### src/hw/rtl/tws_pkg.sv
package tws_pkg;

    // Default table geometry.
    localparam int DEF_TABLE_ENTRIES = 256;
    localparam int DEF_BUCKET_WAYS   = 4;

    // Timestamp scaling, and the multiplier digit of the constant dividers
    // (dividend bits taken per cycle).
    localparam int STAMP_DIVISOR = 10000000;
    localparam int DIV_STEP      = 16;

    localparam int ADDR_W  = 32;
    localparam int PORT_W  = 16;
    localparam int SCALE_W = 8;
    localparam int STAMP_W = 48;
    localparam int RTT_W   = 25;
    localparam int KEY_W   = ADDR_W + PORT_W;

    // Result status codes.
    localparam logic [1:0] ST_OK       = 2'd0;
    localparam logic [1:0] ST_SRC_MISS = 2'd1;
    localparam logic [1:0] ST_DST_MISS = 2'd2;

    // Input word.
    typedef struct packed {
        logic               is_tcp;
        logic [ADDR_W-1:0]  src_addr;
        logic [ADDR_W-1:0]  dst_addr;
        logic [PORT_W-1:0]  src_port_num;
        logic [PORT_W-1:0]  dst_port_num;
        logic               syn_bit;
        logic               ack_bit;
        logic               fin_bit;
        logic               rst_bit;
        logic [SCALE_W-1:0] scale_option;
        logic [STAMP_W-1:0] stamp;
    } item_t;

    // Result word.
    typedef struct packed {
        logic [ADDR_W-1:0]  out_src_addr;
        logic [ADDR_W-1:0]  out_dst_addr;
        logic [PORT_W-1:0]  out_src_port;
        logic [PORT_W-1:0]  out_dst_port;
        logic [RTT_W-1:0]   rtt_units;
        logic [SCALE_W-1:0] src_scale;
        logic [SCALE_W-1:0] dst_scale;
        logic [1:0]         status;
    } result_t;

    // One way of a table bucket.
    typedef struct packed {
        logic               valid;
        logic [KEY_W-1:0]   key;
        logic [SCALE_W-1:0] scale;
    } way_t;

    // What an accepted word asks of the table.
    typedef enum logic [1:0] {
        K_NOP    = 2'd0,
        K_INSERT = 2'd1,
        K_LOOKUP = 2'd2
    } kind_t;

    // Controller to datapath commands.
    typedef struct packed {
        logic load;
        logic clr_write;
        logic rd_src;
        logic rd_dst;
        logic cap_src;
        logic cap_dst;
        logic ins_write;
    } cmd_t;

    // Datapath to controller status.
    typedef struct packed {
        kind_t kind;
        logic  calc_done;
        logic  clr_last;
    } stat_t;

endpackage

### src/hw/rtl/tws_ctrl.sv
module tws_ctrl
    import tws_pkg::*;
(
    input  logic  clk,
    input  logic  rst_n,
    input  logic  start,
    input  stat_t stat,
    output cmd_t  cmd,
    output logic  busy,
    output logic  done
);

    typedef enum logic [6:0] {
        S_CLEAR   = 7'b0000001,
        S_IDLE    = 7'b0000010,
        S_WAIT    = 7'b0000100,
        S_RD_SRC  = 7'b0001000,
        S_CHK_SRC = 7'b0010000,
        S_CHK_DST = 7'b0100000,
        S_EMIT    = 7'b1000000
    } state_t;

    state_t state_reg, state_next;
    kind_t  kind_reg, kind_next;

    // Reset sweep, then per word: hashing, bucket reads, insert or result.
    always_comb
    begin
        state_next = state_reg;
        kind_next  = kind_reg;
        cmd        = '0;
        done       = 1'b0;
        case (state_reg)
            S_CLEAR:
            begin
                cmd.clr_write = 1'b1;
                if (stat.clr_last)
                begin
                    state_next = S_IDLE;
                end
            end
            S_IDLE:
            begin
                if (start)
                begin
                    cmd.load  = 1'b1;
                    kind_next = stat.kind;
                    if (stat.kind != K_NOP)
                    begin
                        state_next = S_WAIT;
                    end
                end
            end
            S_WAIT:
            begin
                if (stat.calc_done)
                begin
                    state_next = S_RD_SRC;
                end
            end
            S_RD_SRC:
            begin
                cmd.rd_src = 1'b1;
                state_next = S_CHK_SRC;
            end
            S_CHK_SRC:
            begin
                if (kind_reg == K_INSERT)
                begin
                    cmd.ins_write = 1'b1;
                    state_next    = S_IDLE;
                end
                else
                begin
                    cmd.cap_src = 1'b1;
                    cmd.rd_dst  = 1'b1;
                    state_next  = S_CHK_DST;
                end
            end
            S_CHK_DST:
            begin
                cmd.cap_dst = 1'b1;
                state_next  = S_EMIT;
            end
            S_EMIT:
            begin
                done       = 1'b1;
                state_next = S_IDLE;
            end
            default:
            begin
                state_next = S_IDLE;
            end
        endcase
    end

    always_ff @(posedge clk or negedge rst_n)
    begin
        if (!rst_n)
        begin
            state_reg <= S_CLEAR;
            kind_reg  <= K_NOP;
        end
        else
        begin
            state_reg <= state_next;
            kind_reg  <= kind_next;
        end
    end

    assign busy = (state_reg != S_IDLE);

endmodule

### config.mk
export PLATFORM = sky130hd
export DESIGN_NAME = tws_ctrl
export DESIGN_NICKNAME = d
export VERILOG_FILES = /design/src/hw/rtl/tws_pkg.sv /design/src/hw/rtl/tws_ctrl.sv
export SDC_FILE = /design/constraint.sdc
export NUM_CORES = 1
export LEC_CHECK = 0
export BUFFER_PORTS_ARGS = -buffer_cell sky130_fd_sc_hd__buf_4
export CAP_MARGIN = 20
export CELL_PAD_IN_SITES_DETAIL_PLACEMENT = 0
export CELL_PAD_IN_SITES_GLOBAL_PLACEMENT = 2
export CORE_MARGIN = 1.5
export CORE_UTILIZATION = 29
export DETAILED_ROUTE_END_ITERATION = 12
export GPL_ROUTABILITY_DRIVEN = 0
export PLACE_DENSITY = 0.76
export SLEW_MARGIN = 15
export SYNTH_ARGS = -nofsm -noshare
export SYNTH_HDL_FRONTEND = slang
export SYNTH_SLANG_ARGS = --single-unit
### constraint.sdc
create_clock -name clk -period 2.3 [get_ports clk]
set_clock_uncertainty 0.2 [all_clocks]
set_input_delay 0.46 -clock clk [delete_from_list [all_inputs] [get_ports clk]]
set_output_delay 0.46 -clock clk [all_outputs]
set_load 0.005 [all_outputs]
==> metrics.md <==
| Metric | Value |
|---|---|
| Final count of hold timing violations | 0 |
| Initial antenna violation count | 0 |
| Final setup margin | 0.09815 ns |
| Clk Latency, worst-skew pair | 0.27 ns |
| Most frequent cells in the layout | buf_4, dfrtp_1, nor3b_1, nor2_1 |
| Core Region | 0.001745 mm^2 |
| Die height | between 40 and 50 um |
| Post-DRT Antenna Nets | 0 |
| Sequential power share | 37.8% |
| Rel. slew slack | 73.07% |
| WP data required | 1.64 ns |
| Slew Viols, Final | 0 |
| Clk sink count | 9 |
| Commonest non-fill, non-tap cell in the layout | buf_4 |
| First-pass GRT wire length | slightly below 2 mm |
| Footprint of the multi-input gates | around 300 um^2 |
| CTS buffer count | 3 |
| Worst min path class | in2reg |
| FFs w/ async S/R, synth | 100.0% |
| RSZ-0062 raised after global routing | false |
| TritonRoute pass-1 iters | 4 |
| Tmin final | 2.202 ns |
| HPWL Detailed | 863.2 um |
| Max-cap violation count | 0 |
| Max Freq | 0.4542 GHz |
| Fillers | 186 |
| Comb pwr share | 41.9% |
| Hold Slack | 0.1058 ns |
| DR vias | 452 |
| GRT Overall Usage | 13.51% |
| Syn_nets | a little under 60 |
| Internal power | 418.4 uW |
| Total grt overflow | 0 |
| Post-Syn Area | ~540 um^2 |
| Final wirelength | 1.134 mm |
| Yosys Warn Count | 0 |
| TritonCTS clock tree | built |
| Layout Nets | slightly below 80 |
| Ordered list of cells on the worst path | nor4_4, buf_4, nand3_1, buf_4 |
| Ant. Diodes | 0 |
| Reg area | 229.0 um^2 |
| Layout cell share with drive strength beyond 1 | 48.57% |
| Status | finished clean |
| Initial Utilization | 30.90% |
| Die area | 0.002127 mm^2 |
| Number of synthesized register bits | 9 |
| Sw Pwr | 238.3 uW |
| Die W | 46.12 um |
| CP Launch Type | register |
| Clock transition at path regs | 0.07 ns |
| Syn Inst Count | 51 |
| Placed cell areas | 670.6 um^2 |
| Pin count of the biggest net entering global routing | 10 |
| Clock Tree Buf Depth | 2 |
| Vias per cell | 4.758 |
| Port bufs | 15 |
| # IOs | 16 |
| Sum Neg Setup Slack | 0 ns |
| Core Util, Final | a little over two fifths |
| WS Path Type | reg2out |
| Sw Ratio | between 30% and 40% |
| Slew @ Worst Pin | 0.3984 ns |
| Syn Area/Cell | 10.57 um^2 |
| VDD IR-drop max | approximately 0.40 mV |
| Post-route clock period utilization | roughly 96% |
| Remaining DRCs | 0 |
| Starting DRC count in detailed routing | 6 |
| Sequential fraction of the synthesis area | a little over two fifths |
| CP max stage cell | dfrtp_2 |
| Layout area overhead | 35.50% |
| Row count | 15 |
| Routed len/inst | 11.94 um |
| Root Buffer | clkbuf_4 |
| Vias in the first global route | ~430 |
| Yosys cell types | 24 |
| Pleak | about 0.00037 uW |
| Cell area after layout | 730.7 um^2 |
| CP Data Arrival Time | ~1.5 ns |
| CTS HTree Levels | 1 |
| Clk pwr share | 20.3% |
| CP max stage delay | between 0.4 and 0.5 ns |
| Dpl ws | 0.3326 ns |
| Top cell by count, worst path | buf_4 |
| Pwr/cell area | around 900 mW/mm^2 |
| Max FO, Critical Path | 7 |
| Number of synthesized flops with an enable pin | 0 |
| CP endpoint kind | output port |
| Number of flip-flops under the largest register name | 7 |
| # setup viols final | 0 |
| Dominant synthesized flop cell | dfrtp_1 |
through the flow:
stage               total power [uW]  cells
finish                         656.7     95
global route                   718.2     95
CTS                            646.5     94
detailed placement             508.2     89
global placement               510.0     89
floorplan                      418.6     51
per-layer routing:
layer	share of wire, %	global-route usage, %	wire, um
met2	46	19.44	526
met5	0	0	0
met1	46	18.49	522
met3	6.0	4.706	68
met4	1.5	5.143	17
worst max-delay path: cells and delay by family, from the launching register on:
family,cells,cell delay (ns)
buffers and inverters,2,0.33
and+or+nand+nor,2,0.48
DFF,1,0.46
cells by family (layout without fill, tap and decap cells):
group           count (synthesis)  in the layout  synth area share (%)
flops                           9              9                 42.00
xor+xnor                        1              1                 1.624
simple gates                   30             30                 39.21
buf+inv                         5             24                 5.103
compound gates                  4              4                 6.498
mux                             2              2                 5.569
final cells by class:
cell class,count,area share (%)
clock buffers,3,3.082
well taps,25,4.281
flip-flops and latches,9,31.34
repair buffers,18,18.84
multi-input cells,37,40.75
inverters,2,1.027
clock inverters,1,0.6849
repair_timing:
item	CTS	global route
endpoints found under the setup margin	0	4
endpoints found under the hold margin	9	0
hold buffers	1	0
setup buffers	0	1
resized for setup	0	5
power groups by stage:
stage          logic, uW  clock network (uW)  registers, uW
2_1_floorplan        186                   0            233
3_3_place_gp         265                   0            245
3_5_place_dp         263                   0            245
4_1_cts              265                 139            243
5_1_grt              309                 151            258
6_report             275                 133            248
path summary, 6_finish.rpt:
path | start | end | slack (ns) | cells after the start
max | state_reg[4] | busy | 0.1 | 4
min | stat[0] | state_reg[0] | 0.11 | 2
max reg2reg | state_reg[4] | kind_reg[0] | 0.62 | 3
min reg2reg | kind_reg[0] | kind_reg[0] | 0.30 | 1
max in group asynchronous | rst_n | state_reg[0] | 1.34 | 2
min in group asynchronous | rst_n | kind_reg[0] | 0.34 | 2
synthesized netlist by cell type, types with 2 or more instances:
library cell  n  area (um^2)
dfrtp_1       8        200.2
nor2_1        6        22.52
nor3b_1       6        45.04
nor2b_1       3        18.77
and2_1        2        12.51
and3_2        2        15.01
buf_4         2        15.01
inv_1         2        7.510
mux2_4        2        30.03
nand2_1       2        7.510
nand3_1       2        10.01
nor3_1        2        10.01
(Power assumes the default switching activity.)
